### src/aer_handshake_receiver_unit_macros.svh
// assertion macros for the address-event receiver
`ifndef AER_HANDSHAKE_RECEIVER_UNIT_MACROS_SVH
`define AER_HANDSHAKE_RECEIVER_UNIT_MACROS_SVH

// same-cycle implication, disabled in reset
`define AHR_ASSERT_NOW(label, ante, cons) \
  label: assert property (@(posedge clk) disable iff (!rst_n) (ante) |-> (cons)) \
    else $error("assertion failed: ante -> cons");

// next-cycle implication, disabled in reset
`define AHR_ASSERT_NEXT(label, ante, cons) \
  label: assert property (@(posedge clk) disable iff (!rst_n) (ante) |=> (cons)) \
    else $error("assertion failed: ante => cons");

`endif

### src/ahr_pkg.sv
package ahr_pkg;

  localparam int WORD_BITS  = 32;
  localparam int TIMER_BITS = 24;
  localparam int LIMIT_BITS = 24;
  localparam int BUS_W      = 32;
  localparam int CNT_W      = 32;
  localparam int CFG_IDX_W  = 1;
  localparam int CMP_BITS   = (TIMER_BITS + 1 > LIMIT_BITS) ? TIMER_BITS + 1 : LIMIT_BITS;

  localparam logic [BUS_W-1:0] WORD_MASK = BUS_W'((64'd1 << WORD_BITS) - 64'd1);
  localparam logic [TIMER_BITS-1:0] TIMER_MAX = {TIMER_BITS{1'b1}};

  localparam logic [CFG_IDX_W-1:0] REG_VALID_LIMIT   = CFG_IDX_W'(0);
  localparam logic [CFG_IDX_W-1:0] REG_NEUTRAL_LIMIT = CFG_IDX_W'(1);

  typedef enum logic [1:0] {
    PH_WAIT_VALID   = 2'b01,
    PH_WAIT_NEUTRAL = 2'b10
  } ahr_phase_t;

  typedef enum logic [1:0] {
    EV_NONE            = 2'd0,
    EV_WORD_DONE       = 2'd1,
    EV_VALID_TIMEOUT   = 2'd2,
    EV_NEUTRAL_TIMEOUT = 2'd3
  } ahr_event_t;

  typedef struct packed {
    logic [BUS_W-1:0] bus_word;
    logic             fifo_full;
  } ahr_item_t;

  typedef struct packed {
    logic                  we;
    logic [CFG_IDX_W-1:0]  index;
    logic [LIMIT_BITS-1:0] data;
  } ahr_cfg_t;

  typedef struct packed {
    logic             ack_level;
    logic             push_valid;
    logic [BUS_W-1:0] push_word;
    ahr_event_t       event_code;
    logic [CNT_W-1:0] good_count;
    logic [CNT_W-1:0] drop_count;
    logic [CNT_W-1:0] valid_timeout_count;
    logic [CNT_W-1:0] neutral_timeout_count;
  } ahr_result_t;

endpackage

### src/aer_handshake_receiver_unit.sv
// address-event four-phase handshake receiver
// input channel: in_valid/in_ready with in_bus_word and in_fifo_full, one
//   transaction per sampled tick of the bus
// result channel: out_valid/out_ready, exactly one result transaction per
//   input transaction, in order: ack level, push strobe and word, event code
//   and the four wrapping counters as they stand after that tick
// config port: cfg_we writes cfg_data (24 bits) to the valid wait limit
//   (index 0) or the neutral wait limit (index 1); zero disables a timeout
// path: a taken input is held in the input register, then moves on to the
//   result register, whose valid drives out_valid
// throughput: one transaction per cycle while out_ready is high, set by the
//   combinational phase and counter update between the two registers
// stall: when out_ready is low the result register holds, the input register
//   still takes one more transaction, then in_ready drops until it drains
// reset: a synchronous rst_n low clears both registers' valids, the phase
//   (waiting for valid), the wait timer, ack, all counters and both limits
module aer_handshake_receiver_unit
  import ahr_pkg::*;
(
  input  logic                  clk,
  input  logic                  rst_n,
  input  logic                  in_valid,
  output logic                  in_ready,
  input  logic [BUS_W-1:0]      in_bus_word,
  input  logic                  in_fifo_full,
  output logic                  out_valid,
  input  logic                  out_ready,
  output logic                  out_ack_level,
  output logic                  out_push_valid,
  output logic [BUS_W-1:0]      out_push_word,
  output logic [1:0]            out_event_code,
  output logic [CNT_W-1:0]      out_good_count,
  output logic [CNT_W-1:0]      out_drop_count,
  output logic [CNT_W-1:0]      out_valid_timeout_count,
  output logic [CNT_W-1:0]      out_neutral_timeout_count,
  input  logic                  cfg_we,
  input  logic [CFG_IDX_W-1:0]  cfg_index,
  input  logic [LIMIT_BITS-1:0] cfg_data
);

  ahr_item_t   in_item;
  ahr_item_t   s1_item;
  logic        s1_valid;
  logic        s1_adv;
  ahr_cfg_t    cfg;
  ahr_result_t res;
  ahr_result_t res_r;
  logic        out_valid_r, out_valid_nxt;

  assign in_item.bus_word  = in_bus_word;
  assign in_item.fifo_full = in_fifo_full;
  assign cfg.we            = cfg_we;
  assign cfg.index         = cfg_index;
  assign cfg.data          = cfg_data;

  assign s1_adv        = s1_valid && (!out_valid_r || out_ready);
  assign out_valid_nxt = s1_adv || (out_valid_r && !out_ready);

  ahr_in_stage u_in_stage (
    .clk      (clk),
    .rst_n    (rst_n),
    .in_valid (in_valid),
    .in_ready (in_ready),
    .in_item  (in_item),
    .adv      (s1_adv),
    .s1_valid (s1_valid),
    .s1_item  (s1_item)
  );

  ahr_core u_core (
    .clk   (clk),
    .rst_n (rst_n),
    .cfg   (cfg),
    .fire  (s1_adv),
    .item  (s1_item),
    .res   (res)
  );

  always_ff @(posedge clk) begin
    if (!rst_n) begin
      out_valid_r <= 1'b0;
    end else begin
      out_valid_r <= out_valid_nxt;
    end
  end

  always_ff @(posedge clk) begin
    if (s1_adv) begin
      res_r <= res;
    end
  end

  assign out_valid                 = out_valid_r;
  assign out_ack_level             = res_r.ack_level;
  assign out_push_valid            = res_r.push_valid;
  assign out_push_word             = res_r.push_word;
  assign out_event_code            = res_r.event_code;
  assign out_good_count            = res_r.good_count;
  assign out_drop_count            = res_r.drop_count;
  assign out_valid_timeout_count   = res_r.valid_timeout_count;
  assign out_neutral_timeout_count = res_r.neutral_timeout_count;

endmodule

### src/ahr_in_stage.sv
module ahr_in_stage
  import ahr_pkg::*;
(
  input  logic      clk,
  input  logic      rst_n,
  input  logic      in_valid,
  output logic      in_ready,
  input  ahr_item_t in_item,
  input  logic      adv,
  output logic      s1_valid,
  output ahr_item_t s1_item
);

  logic      valid_r;
  logic      valid_nxt;
  ahr_item_t item_r;

  assign in_ready  = !valid_r || adv;
  assign valid_nxt = (in_valid && in_ready) || (valid_r && !adv);

  always_ff @(posedge clk) begin
    if (!rst_n) begin
      valid_r <= 1'b0;
    end else begin
      valid_r <= valid_nxt;
    end
  end

  always_ff @(posedge clk) begin
    if (in_valid && in_ready) begin
      item_r <= in_item;
    end
  end

  assign s1_valid = valid_r;
  assign s1_item  = item_r;

endmodule

### src/ahr_core.sv
`include "aer_handshake_receiver_unit_macros.svh"

module ahr_core
  import ahr_pkg::*;
(
  input  logic        clk,
  input  logic        rst_n,
  input  ahr_cfg_t    cfg,
  input  logic        fire,
  input  ahr_item_t   item,
  output ahr_result_t res
);

  logic [LIMIT_BITS-1:0] vlim_r, nlim_r;
  ahr_phase_t            phase_r, phase_nxt;
  logic [TIMER_BITS-1:0] elapsed_r, elapsed_nxt;
  logic                  ack_r, ack_nxt;
  logic [CNT_W-1:0]      good_r, good_nxt;
  logic [CNT_W-1:0]      drop_r, drop_nxt;
  logic [CNT_W-1:0]      vto_r, vto_nxt;
  logic [CNT_W-1:0]      nto_r, nto_nxt;

  logic [BUS_W-1:0]      word;
  logic                  word_nz;
  logic [LIMIT_BITS-1:0] limit_sel;
  logic [TIMER_BITS:0]   ticked;
  logic                  timed_out;
  logic [TIMER_BITS-1:0] timer_adv;
  logic                  push_v;
  ahr_event_t            ev;

  assign word      = item.bus_word & WORD_MASK;
  assign word_nz   = |word;
  assign limit_sel = (phase_r == PH_WAIT_NEUTRAL) ? nlim_r : vlim_r;
  assign ticked    = {1'b0, elapsed_r} + (TIMER_BITS+1)'(1);
  assign timed_out = (limit_sel != '0) && (CMP_BITS'(ticked) >= CMP_BITS'(limit_sel));
  assign timer_adv = (limit_sel == '0) ? '0 :
                     (ticked[TIMER_BITS] ? TIMER_MAX : ticked[TIMER_BITS-1:0]);

  always_comb begin
    phase_nxt   = phase_r;
    elapsed_nxt = elapsed_r;
    ack_nxt     = ack_r;
    good_nxt    = good_r;
    drop_nxt    = drop_r;
    vto_nxt     = vto_r;
    nto_nxt     = nto_r;
    push_v      = 1'b0;
    ev          = EV_NONE;
    if (fire) begin
      unique case (phase_r)
        PH_WAIT_VALID: begin
          if (word_nz) begin
            ack_nxt     = 1'b1;
            phase_nxt   = PH_WAIT_NEUTRAL;
            elapsed_nxt = '0;
            if (item.fifo_full) begin
              drop_nxt = drop_r + CNT_W'(1);
            end else begin
              push_v = 1'b1;
            end
          end else if (timed_out) begin
            vto_nxt     = vto_r + CNT_W'(1);
            ack_nxt     = 1'b0;
            elapsed_nxt = '0;
            ev          = EV_VALID_TIMEOUT;
          end else begin
            elapsed_nxt = timer_adv;
          end
        end
        PH_WAIT_NEUTRAL: begin
          if (!word_nz) begin
            ack_nxt     = 1'b0;
            good_nxt    = good_r + CNT_W'(1);
            phase_nxt   = PH_WAIT_VALID;
            elapsed_nxt = '0;
            ev          = EV_WORD_DONE;
          end else if (timed_out) begin
            nto_nxt     = nto_r + CNT_W'(1);
            ack_nxt     = 1'b0;
            phase_nxt   = PH_WAIT_VALID;
            elapsed_nxt = '0;
            ev          = EV_NEUTRAL_TIMEOUT;
          end else begin
            elapsed_nxt = timer_adv;
          end
        end
        default: begin
          phase_nxt   = PH_WAIT_VALID;
          elapsed_nxt = '0;
          ack_nxt     = 1'b0;
        end
      endcase
    end
  end

  always_comb begin
    res.ack_level             = ack_nxt;
    res.push_valid            = push_v;
    res.push_word             = push_v ? word : '0;
    res.event_code            = ev;
    res.good_count            = good_nxt;
    res.drop_count            = drop_nxt;
    res.valid_timeout_count   = vto_nxt;
    res.neutral_timeout_count = nto_nxt;
  end

  always_ff @(posedge clk) begin
    if (!rst_n) begin
      vlim_r    <= '0;
      nlim_r    <= '0;
      phase_r   <= PH_WAIT_VALID;
      elapsed_r <= '0;
      ack_r     <= 1'b0;
      good_r    <= '0;
      drop_r    <= '0;
      vto_r     <= '0;
      nto_r     <= '0;
    end else begin
      if (cfg.we) begin
        unique case (cfg.index)
          REG_VALID_LIMIT:   vlim_r <= cfg.data;
          REG_NEUTRAL_LIMIT: nlim_r <= cfg.data;
          default: ;
        endcase
      end
      phase_r   <= phase_nxt;
      elapsed_r <= elapsed_nxt;
      ack_r     <= ack_nxt;
      good_r    <= good_nxt;
      drop_r    <= drop_nxt;
      vto_r     <= vto_nxt;
      nto_r     <= nto_nxt;
    end
  end

  // ack is held exactly while waiting for the bus to go neutral
  `AHR_ASSERT_NOW(a_ack_tracks_phase, 1'b1, ack_r == (phase_r == PH_WAIT_NEUTRAL))
  // every event leaves the timer cleared and the machine waiting for valid
  `AHR_ASSERT_NEXT(a_event_restarts, fire && (ev != EV_NONE), (elapsed_r == '0) && (phase_r == PH_WAIT_VALID))
  // a push only happens on a latch from the valid wait
  `AHR_ASSERT_NOW(a_push_on_latch, fire && push_v, (phase_r == PH_WAIT_VALID) && ack_nxt && !item.fifo_full)
  // no state moves without a transaction
  `AHR_ASSERT_NEXT(a_hold_when_idle, !fire && !cfg.we, $stable(phase_r) && $stable(elapsed_r) && $stable(good_r))

endmodule

### config.mk
export PLATFORM = sky130hd
export DESIGN_NAME = aer_handshake_receiver_unit
export DESIGN_NICKNAME = d
export VERILOG_FILES = /design/src/ahr_pkg.sv /design/src/aer_handshake_receiver_unit.sv /design/src/ahr_in_stage.sv /design/src/ahr_core.sv
export VERILOG_INCLUDE_DIRS = /design/src /design/src/src
export SDC_FILE = /design/constraint.sdc
export NUM_CORES = 1
export LEC_CHECK = 0
export BUFFER_PORTS_ARGS = -buffer_cell sky130_fd_sc_hd__clkbuf_2
export CAP_MARGIN = 5
export CORE_MARGIN = 2
export CORE_UTILIZATION = 50
export DETAILED_ROUTE_END_ITERATION = 7
export PLACE_DENSITY_LB_ADDON = 0.1
export SYNTH_ARGS = -nofsm -noshare
export SYNTH_HDL_FRONTEND = slang
export SYNTH_SLANG_ARGS = --single-unit
export TNS_END_PERCENT = 100
### constraint.sdc
create_clock -name clk -period 8.85 [get_ports clk]
set_clock_uncertainty 0.15 [all_clocks]
set_input_delay 1.77 -clock clk [delete_from_list [all_inputs] [get_ports clk]]
set_output_delay 1.77 -clock clk [all_outputs]
set_load 0.1 [all_outputs]
==> results.sh <==
export IMPL_coreArea_um2=34300
export IMPL_design_area_um2=20200
export IMPL_r2r_cells=15
export IMPL_synth_async_reset_ratio_pct=0
export IMPL_synth_top_family_by_area="simple AND/OR/NAND/NOR gates"
export IMPL_num_fill_cells=2907
export IMPL_ir_worst_vdd_uv=180
export IMPL_slew_headroom_pct=21.3
export IMPL_yosysWarnings=0
export IMPL_clk_path_buf_depth=3
export IMPL_synth_xor_area_share_pct=6.03
export IMPL_netlist_area_leader_share_pct=34.2
export IMPL_gr_total_overflow=0
export IMPL_min_to="u_core.nlim_r[10]"
export IMPL_max_freq_mhz=179
export IMPL_dr_pass1_iters=5
export IMPL_path_buf_inv=3
export IMPL_antenna_found_initial=0
export IMPL_place_area_um2=18800
export IMPL_grt_pass1_vias=11660
export IMPL_hold_viol=0
export IMPL_area_growth_pct=16.8
export IMPL_syn_nets=1686
export IMPL_whs_path_depth=2
export IMPL_cts_tree="done"
export IMPL_final_cells=2294
export IMPL_synth_compound_area_share_pct=6.58
export IMPL_synthAdderAreaFrac_pct=2.24
export IMPL_antenna_cells=0
export IMPL_viasPerCell=5.38
export IMPL_row_count=68
export IMPL_status="finished, final reports clean"
export IMPL_fp_dieW_um=190
export IMPL_numCtsBuffers=43
export IMPL_io_pins=229
export IMPL_seq_area_frac_synth_pct=57.9
export IMPL_wl_mm=38.8
export IMPL_synth_top_area_cell="edfxtp_1"
export IMPL_finalSetupViolCount=0
export IMPL_synth_mux_area_share_pct=3.67
export IMPL_start_kind="primary input"
export IMPL_clk_latency_ns=0.55
export IMPL_rr_endpoint="out_valid_timeout_count[21]"
export IMPL_crit_type="primary input to register"
export IMPL_h_tree_depth=2
export IMPL_worstPathRequired_ns=9.17
export IMPL_period_share_pct=63.3
export IMPL_crit_cells=10
export IMPL_path_clk_slew_ns=0.06
export IMPL_die_height_um=190
export IMPL_cts_sinks=402
export IMPL_grt_max_degree=109
export IMPL_drive_above_1_share_pct=18.1
export IMPL_vias=12348
export IMPL_wl_per_cell_um=16.9
export IMPL_critPathCaptureType="register"
export IMPL_synth_cells=1592
export IMPL_rsz0062_at_grt="no"
export IMPL_drt_iter0_drc=746
export IMPL_worstHoldStart="u_core.nlim_r[10]"
export IMPL_timing_setup_tns_ns=0
export IMPL_crit_family="simple AND/OR/NAND/NOR gates"
export IMPL_cts_resized=0
export IMPL_synth_cell_types=55
export IMPL_reg2reg_slack_ns=4.06
export IMPL_synthTopCellsByCount="nand2_1, dfxtp_1, edfxtp_1"
export IMPL_synth_ff_type="dfxtp_1"
export IMPL_start_util_pct=50.4
export IMPL_io_buffers=228
export IMPL_synthSimpleGateAreaFrac_pct=21.5
export IMPL_final_nets=1901
export IMPL_slowest_stage="inv_6"
export IMPL_hold_path_class="register to register"
export IMPL_crit_fanout=72
export IMPL_die_area_um2=36100
export IMPL_post_cts_buffers=0
export IMPL_avgSynthCellArea_um2=10.9
export IMPL_cp_arrival_ns=5.92
export IMPL_grt_pass1_wl_mm=61.3
export IMPL_yosys_top_cells_area="edfxtp_1, dfxtp_1, nand2_1"
export IMPL_multiInputGateArea_um2=6950
export IMPL_period_needed_ns=5.60
export IMPL_synth_seq_cells=402
export IMPL_seqCellArea_um2=10000
export IMPL_grt_use_total_pct=21.3
export IMPL_yosysMostFrequentCell="nand2_1"
export IMPL_cap_violations=0
export IMPL_power_density_nw_per_um2=208
export IMPL_slew_violations=0
export IMPL_cts_hold_buf=0
export IMPL_p_leak_nw=7.76
export IMPL_post_route_drc_count=0
export IMPL_synth_area_um2=17300
export IMPL_r2r_start="u_core.elapsed_r[0]"
export IMPL_worst_pin_slew_ns=1.17
export IMPL_cpPeakStageDelay_ns=0.80
export IMPL_crit_chain="clkbuf_2 -> nand2b_1 -> nand2_1 -> inv_6 -> buf_4 -> nand2_1 -> nor2_4 -> nand3_1 -> or4_1 -> a21oi_1"
export IMPL_place_congestion=0.831
export IMPL_crit_top_cell="nand2_1"
export IMPL_synth_edf_count=197
export IMPL_final_util_pct=58.9
export IMPL_cts_root_buffer="clkbuf_16"
export IMPL_hpwl_mm=26.7
export IMPL_ant_nets=0
export IMPL_dpl_cell_count=2217
per-stage QoR:
step / power, mW / setup slack (ns) / hold WS [ns]
2_1_floorplan: 2.43 / 1.11 / 0.286
3_3_place_gp: 2.51 / 2.71 / 0.293
3_5_place_dp: 2.52 / 2.66 / 0.298
4_1_cts: 4.25 / 3.25 / 0.306
5_1_grt: 4.35 / 2.80 / 0.335
6_report: 4.20 / 3.25 / 0.306
cell usage in the layout (no fill, tap or decap), drive strengths merged, types with 21 or more instances in the layout:
master and n:
clkbuf 293, nand2 252, dfxtp 205, edfxtp 197, and2 110, a21oi 107
xnor2 72, nand3 66, mux2i 59, nand4 55, xor2 47, nand2b 35
nor2 32, and3 31, ha 31, nor4 31, nor3 30, or4 29
o211ai 21, o31ai 21
layer usage:
layer  global-route usage (%)  part of all wire (%)  vias up
li1                         -                     -     6155
met1                     28.2                    45     5851
met2                     36.5                    48      278
met3                     3.12                   4.5       64
met4                     6.17                   2.3        0
met5                        0                     0        -
worst max path at each step:
stage                                     to  slack [ns]       from
4_1_cts                     u_core.vto_r[13]        3.25  out_ready
6_report                    u_core.vto_r[13]        3.25  out_ready
2_1_floorplan  out_neutral_timeout_count[26]        1.11  out_ready
3_5_place_dp                u_core.vto_r[13]        2.66  out_ready
5_1_grt          out_valid_timeout_count[13]        2.80  out_ready
3_3_place_gp                u_core.vto_r[13]        2.71  out_ready
report_power, final:
| group | internal, mW | switching, mW | total, mW |
|---|---|---|---|
| combinational | 0.0662 | 0.378 | 0.445 |
| sequential | 2.01 | 0.0250 | 2.03 |
| clock | 1.03 | 0.697 | 1.73 |
| total | 3.10 | 1.10 | 4.20 |
state kept, by name, indices dropped and copies added, names as in the netlist, 2 cells and up:
| register | count |
|---|---|
| out_event_code | 2 |
| u_core.drop_r | 32 |
| u_in_stage.s1_item | 33 |
| u_core.vlim_r | 24 |
| u_core.phase_r | 2 |
| u_core.good_r | 32 |
| u_core.elapsed_r | 24 |
| out_push_word | 32 |
| u_core.vto_r | 32 |
| out_drop_count | 32 |
| out_valid_timeout_count | 32 |
| u_core.nto_r | 32 |
| u_core.nlim_r | 24 |
| out_neutral_timeout_count | 32 |
| out_good_count | 32 |
worst register-to-register path: stages (launching register included):
cell and delay [ns]:
dfxtp_1 0.42, ha_1 0.27, nand3_1 0.11, nor2_2 0.33, nand3_1 0.18, and2_1 0.21
or2_2 0.32, ha_1 0.30, nand2_1 0.07, nor4_1 0.42, o211a_1 0.26, o31a_1 0.31
o31ai_4 0.12, buf_4 0.31, or4_1 0.63, xnor2_1 0.15
final cells by class:
cell class	count	share of cell area [%]
inverter	14	0.285
tap	455	2.82
timing repair buffer	242	6.18
sequential	402	49.6
multi-input combinational	1104	34.4
clock buffer	66	6.20
clock inverter	11	0.520
cells by family (layout without fill, tap and decap cells):
family                   count (synthesis)  in the layout
multiplexers                            63             63
AND/OR/NAND/NOR                        701            701
XOR/XNOR                               119            119
AO/OA/AOI/OAI                          190            190
adder cells (fa/ha/maj)                 31             31
flip-flops                             402            402
buffers and inverters                   86            333
(Power assumes the default switching activity.)
